--- src/hw/rtl/smpq_pkg.sv ---
`timescale 1ns / 1ps

package smpq_pkg;

  // Queue geometry.
  localparam int unsigned Depth    = 16;
  localparam int unsigned KeyBytes = 8;
  localparam int unsigned KeyW     = 8 * KeyBytes;
  localparam int unsigned CntW     = $clog2(Depth + 1);

  // Port widths that are fixed by the interface.
  localparam int unsigned KeyPortW = 64;
  localparam int unsigned CntPortW = 5;

  typedef logic [KeyW-1:0] key_t;
  typedef logic [CntW-1:0] cnt_t;

  typedef enum logic {
    OpInsert = 1'b0,
    OpRemove = 1'b1
  } op_e;

  typedef enum logic [1:0] {
    StOk    = 2'd0,
    StEmpty = 2'd1,
    StFull  = 2'd2
  } status_e;

  // Command broadcast to every cell of the chain at once.
  typedef struct packed {
    logic en;
    op_e  op;
    key_t key;
  } cell_cmd_t;

endpackage

--- src/hw/rtl/smpq_cell.sv ---
`timescale 1ns / 1ps

module smpq_cell (
  input  logic               clk_i,
  input  smpq_pkg::cell_cmd_t cmd_i,
  input  logic               occupied_i,
  input  logic               prev_lt_i,
  input  smpq_pkg::key_t     prev_key_i,
  input  smpq_pkg::key_t     next_key_i,
  output logic               lt_o,
  output smpq_pkg::key_t     key_o
);
  import smpq_pkg::*;

  key_t key_q, key_d;

  // The new key goes in front of this slot if the slot is empty or holds a
  // strictly larger key, so equal keys keep their arrival order.
  assign lt_o = !occupied_i || (cmd_i.key < key_q);

  // Insert shifts the tail of the list one slot up; remove shifts it down.
  always_comb begin
    key_d = key_q;
    if (cmd_i.en) begin
      if (cmd_i.op == OpInsert) begin
        if (prev_lt_i) begin
          key_d = prev_key_i;
        end else if (lt_o) begin
          key_d = cmd_i.key;
        end
      end else begin
        key_d = next_key_i;
      end
    end
  end

  always_ff @(posedge clk_i) begin
    key_q <= key_d;
  end

  assign key_o = key_q;

endmodule

--- src/hw/rtl/sorted_min_priority_queue_core.sv ---
`timescale 1ns / 1ps

// Channel | Direction | Handshake             | Payload
// input   | in        | in_valid_i/in_ready_o | op_i, key_i
// result  | out       | out_valid_o/out_ready_i | removed_key_o, min_key_o, count_o, status_o
//
// Every accepted item, but a dropped insert or an empty remove, updates a chain of
// Depth key cells and its result is registered, so one item per cycle is taken while
// the result slot is free or being read in the same cycle. The result appears in the
// cycle after the item is accepted. Reset empties the queue at once by clearing the
// entry count. A stalled result blocks further items until it is taken.

module sorted_min_priority_queue_core (
  input  logic        clk_i,
  input  logic        rst_ni,
  input  logic        in_valid_i,
  output logic        in_ready_o,
  input  logic        op_i,
  input  logic [63:0] key_i,
  output logic        out_valid_o,
  input  logic        out_ready_i,
  output logic [63:0] removed_key_o,
  output logic [63:0] min_key_o,
  output logic [4:0]  count_o,
  output logic [1:0]  status_o
);
  import smpq_pkg::*;

  cnt_t      count_q, count_d;
  logic      out_valid_q;
  key_t      removed_q, removed_d;
  key_t      min_q, min_d;
  status_e   status_q, status_d;
  cell_cmd_t cmd;
  logic      accept;
  logic      full, empty;

  key_t        cell_key [Depth];
  logic        cell_lt  [Depth];
  logic        cell_occ [Depth];

  assign in_ready_o = !out_valid_q || out_ready_i;
  assign accept     = in_valid_i && in_ready_o;
  assign full       = (count_q == cnt_t'(Depth));
  assign empty      = (count_q == '0);

  // Command for the chain; a dropped insert or an empty remove leaves it alone.
  always_comb begin
    cmd.op  = op_e'(op_i);
    cmd.key = key_t'(key_i);
    cmd.en  = accept && ((cmd.op == OpInsert) ? !full : !empty);
  end

  // Chain of key cells, slot 0 holding the minimum.
  for (genvar i = 0; i < Depth; i++) begin : g_cell
    logic prev_lt;
    key_t prev_key;
    key_t next_key;

    assign cell_occ[i] = (count_q > cnt_t'(i));

    if (i == 0) begin : g_head
      assign prev_lt  = 1'b0;
      assign prev_key = '0;
    end else begin : g_body
      assign prev_lt  = cell_lt[i-1];
      assign prev_key = cell_key[i-1];
    end

    if (i == Depth - 1) begin : g_tail
      assign next_key = '0;
    end else begin : g_inner
      assign next_key = cell_key[i+1];
    end

    smpq_cell u_cell (
      .clk_i      (clk_i),
      .cmd_i      (cmd),
      .occupied_i (cell_occ[i]),
      .prev_lt_i  (prev_lt),
      .prev_key_i (prev_key),
      .next_key_i (next_key),
      .lt_o       (cell_lt[i]),
      .key_o      (cell_key[i])
    );
  end

  // Result of the step and the new entry count.
  always_comb begin
    count_d   = count_q;
    removed_d = '0;
    min_d     = empty ? '0 : cell_key[0];
    status_d  = StOk;
    if (cmd.op == OpInsert) begin
      if (full) begin
        status_d = StFull;
      end else begin
        count_d = count_q + cnt_t'(1);
        min_d   = cell_lt[0] ? cmd.key : cell_key[0];
      end
    end else begin
      if (empty) begin
        status_d = StEmpty;
      end else begin
        count_d   = count_q - cnt_t'(1);
        removed_d = cell_key[0];
        min_d     = cell_occ[1] ? cell_key[1] : '0;
      end
    end
  end

  // Control state: entry count and result valid.
  always_ff @(posedge clk_i or negedge rst_ni) begin
    if (!rst_ni) begin
      count_q     <= '0;
      out_valid_q <= 1'b0;
    end else begin
      if (accept) begin
        count_q <= count_d;
      end
      if (accept) begin
        out_valid_q <= 1'b1;
      end else if (out_ready_i) begin
        out_valid_q <= 1'b0;
      end
    end
  end

  // Result payload register.
  always_ff @(posedge clk_i) begin
    if (accept) begin
      removed_q <= removed_d;
      min_q     <= min_d;
      status_q  <= status_d;
    end
  end

  // The count register already holds the count after the latest item.
  assign out_valid_o   = out_valid_q;
  assign removed_key_o = KeyPortW'(removed_q);
  assign min_key_o     = KeyPortW'(min_q);
  assign count_o       = CntPortW'(count_q);
  assign status_o      = status_q;

endmodule

--- config.mk ---
export PLATFORM = sky130hd
export DESIGN_NAME = sorted_min_priority_queue_core
export DESIGN_NICKNAME = d
export VERILOG_FILES = /design/src/hw/rtl/smpq_pkg.sv /design/src/hw/rtl/smpq_cell.sv /design/src/hw/rtl/sorted_min_priority_queue_core.sv
export SDC_FILE = /design/constraint.sdc
export NUM_CORES = 2
export LEC_CHECK = 0
export BUFFER_PORTS_ARGS = -buffer_cell sky130_fd_sc_hd__buf_2
export CELL_PAD_IN_SITES_DETAIL_PLACEMENT = 0
export CELL_PAD_IN_SITES_GLOBAL_PLACEMENT = 1
export CORE_AREA = 4 4 321 560
export CTS_CLUSTER_DIAMETER = 60
export CTS_CLUSTER_SIZE = 24
export DETAILED_ROUTE_END_ITERATION = 16
export DIE_AREA = 0 0 325 564
export PLACE_DENSITY = 0.93
export SYNTH_ARGS = -nofsm -noshare
export SYNTH_HDL_FRONTEND = slang
export SYNTH_SLANG_ARGS = --single-unit
--- constraint.sdc ---
create_clock -name clk_i -period 9.2 [get_ports clk_i]
set_clock_uncertainty 0.2 [all_clocks]
set_input_delay 0.92 -clock clk_i [delete_from_list [all_inputs] [get_ports clk_i]]
set_output_delay 0.92 -clock clk_i [all_outputs]
set_load 0.01 [all_outputs]
==> results.cfg <==
[logic_synthesis]
synth_ff_type = edfxtp_1
synth-edff-count = 1154
avgSynthCellArea_um2 = 9.495
yosysMostFrequentCell = edfxtp_1
async_flop_share = 0.005172
syn_nets = 10470
yosysWarnings = 0
synth_seq_cells = 1160
synthTopCellsByCount = edfxtp_1 (1154), inv_1 (1030), mux2i_1 (1027), ha_1 (1013), nand2_1 (975)
seq_area_frac_synth = 0.3906
synth_area_mm2 = 0.08911
synth_area_leaders = edfxtp_1 (39%), ha_1 (14%), mux2i_1 (12%)
synth_top_area_frac = 0.3889
ys_types = 76
synthCells = 9385
yosysTopAreaCell = edfxtp_1

[sta]
relSlewSlack = 0.002549
hold_viol_final = 0
setup_viol = 0
slew_viol_final = 0
holdWs_ns = 0.1538
fin_crit_ns = 7.139
fmaxAchievable_mhz = 140.1
fin_crit_sh = 0.7760
tightestPinTransition_ns = 1.496
fin_ws_ns = 2.061
setup_tns_ns = 0
rsz0062_at_grt = false

[finish]
fin_nets = 10280
drive_gt1_frac = 0.07348
multi_input_area_mm2 = 0.04820
seqCellArea_mm2 = 0.03481
syn2layout_area_growth_pct = 6.393
fill_cells = 15460

[floorplanning]
core_mm2 = 0.1747
die-area_mm2 = 0.1833
chipHeight_um = 564
die_w_um = 325
rows = 203
start_util = 0.5099
ioPinCount = 206

[clocking]
cts_setup_buffers = 0
cts_sinks = 1160
clk_pin_slew_ns = 0.09
cts_max_level = 3
cts_buffer_depth = 3
insertion_delay_ns = 0.78
root_buffer = clkbuf_16
tritoncts = yes
cts_inserted_buffers = 76

[routing]
drtIter0Drc = 8055
routed_wl_um = 313600
dr.pass1.iters = 6
via_per_inst = 6.507
detail_route.wl_per_cell_um = 27.22
ant_nets = 0
num_vias = 74960
drc_errors = 0

[setup_path]
cp-endpoint = g_cell[10].u_cell.key_o[22]
reg2reg_slack_ns = 2.47
crit_top_cell = buf_4
crit_type = in -> reg
crit_start = key_i[55]
cp-end-kind = register
cp_cell_sequence = buf_2, buf_4, ha_1, a2111oi_0, o21ai_0, o221ai_1, o211ai_1, nor4_1, o2111ai_1, nand3_4, o31a_2, buf_4
crit_slowest_cell = nor4_1
crit_fanout = 33
cp.arrival_ns = 7.31
rr_worst_depth = 11
worst-path-stages = 12
path_buf_inv = 3
slowest_delay_ns = 1.13
critPathTopFamily = compound AO/OA/AOI/OAI gates
worstSetupStartpointType = input pin
timing.rr.start = g_cell[9].u_cell.key_o[55]
r2r-end = g_cell[10].u_cell.key_o[22]
required_ns = 9.37

[place]
dp_slack_ns = 1.677
place_congestion = 0.9878
dp_hpwl_um = 222000
portBuffers = 205

[hold_path]
hold_class = in -> reg

[pwr]
max-vdd-ir-drop_mv = 0.2197
p_leak_uw = 0.04303
seqPwrFrac = 0.380
pwr_density_cell_mw_per_mm2 = 224.5
power.total_uw = 21280
swShare = 0.4275
pwr-share-clk = 0.191
p_int_uw = 12180
p_sw_uw = 9098
pwr-share-comb = 0.429

[outcome]
outcome = finished with violations
violations = max-capacitance violations

[global_route]
grt_usage = 0.3303
grt_pass1_wl_um = 463500
grt_max_degree = 258
grt.overflow.total = 0
grt_pass1_vias = 75120
grt_antenna_before_repair = 5

[job]
maxCapViolations = 1
-- worst min-delay path by stage --
stage                                     startpoint                          to  slack, ns  cells after the start
after CTS                                 in_valid_i                 out_valid_o       0.14                      2
after global placement                   out_valid_o                 out_valid_o       0.31                      2
after detailed placement                 out_valid_o                 out_valid_o       0.33                      2
final                                     in_valid_i                 out_valid_o       0.15                      2
after global routing                      in_valid_i                 out_valid_o       0.16                      2
after floorplan           g_cell[4].u_cell.key_o[10]  g_cell[3].u_cell.key_o[10]       0.33                      2
-- routing by layer --
metal	global-route usage	vias to the layer above	routed length (um)
li1	-	33650	-
met1	0.3517	36110	106100
met2	0.5571	3933	148700
met3	0.05558	1269	23710
met4	0.3107	0	35110
met5	0	-	0
-- layout by cell type, fill, tap and decap left out, drive strengths merged, types with 34 or more instances in the layout --
| cell | instances |
|---|---|
| a2111oi | 86 |
| a211oi | 104 |
| a21o | 298 |
| a21oi | 403 |
| a22oi | 128 |
| and3 | 74 |
| buf | 367 |
| clkbuf | 77 |
| edfxtp | 1154 |
| ha | 1013 |
| inv | 1058 |
| mux2i | 1027 |
| nand2 | 975 |
| nand2b | 96 |
| nand3 | 165 |
| nand4 | 178 |
| nor2 | 530 |
| nor3 | 236 |
| o211ai | 34 |
| o21ai | 675 |
| o221ai | 36 |
| o31ai | 72 |
| o32ai | 64 |
| or3 | 69 |
| or4b | 58 |
-- through the flow --
step	instance area [um2]	instances	util
detailed placement	92050	11370	0.5268
floorplan	89110	9385	-
global placement	92020	11370	0.5266
finish	94810	11520	0.5425
CTS	94780	11510	0.5424
global route	94800	11520	0.5425
-- cell families (layout without fill, tap and decap cells) --
kind of cell             count (synthesis)  in the layout  synth area share
AND/OR/NAND/NOR                       2483           2483            0.1298
multiplexers                          1028           1028            0.1155
adder cells (fa/ha/maj)               1013           1013            0.1422
other                                    0             12                 0
buffers and inverters                 1668           1537           0.07388
flip-flops                            1160           1160            0.3906
XOR/XNOR                                 4              4         0.0003932
AO/OA/AOI/OAI                         2029           2029            0.1477
-- timing repair --
action | CTS | global route
hold endpoints to repair | 6 | 0
endpoints found under the setup margin | 0 | 0
resized for setup | 0 | 0
hold buffers | 1 | 0
-- flip-flops by register name, indices dropped and copies added, names as in the netlist --
register             count
g_cell.u_cell.key_o   1024
min_key_o               64
removed_key_o           64
count_o                  5
status_o                 2
out_valid_o              1
-- layout make-up --
class	count	share of cell area
antenna	12	0.0003167
clock buffer	77	0.02010
clock inverter	60	0.008552
inverter	1032	0.04100
multi-input combinational	6557	0.5084
sequential	1160	0.3671
tap	2255	0.02976
timing repair buffer	368	0.02476
-- power groups by stage --
stage	clock (uW)	sequential, uW	combinational, uW
floorplan	0	7910	5920
global placement	0	8140	8590
detailed placement	0	8170	8880
CTS	4080	8050	8920
global route	4260	8170	9780
finish	4070	8080	9130
Power figures use the tool's default switching activity.
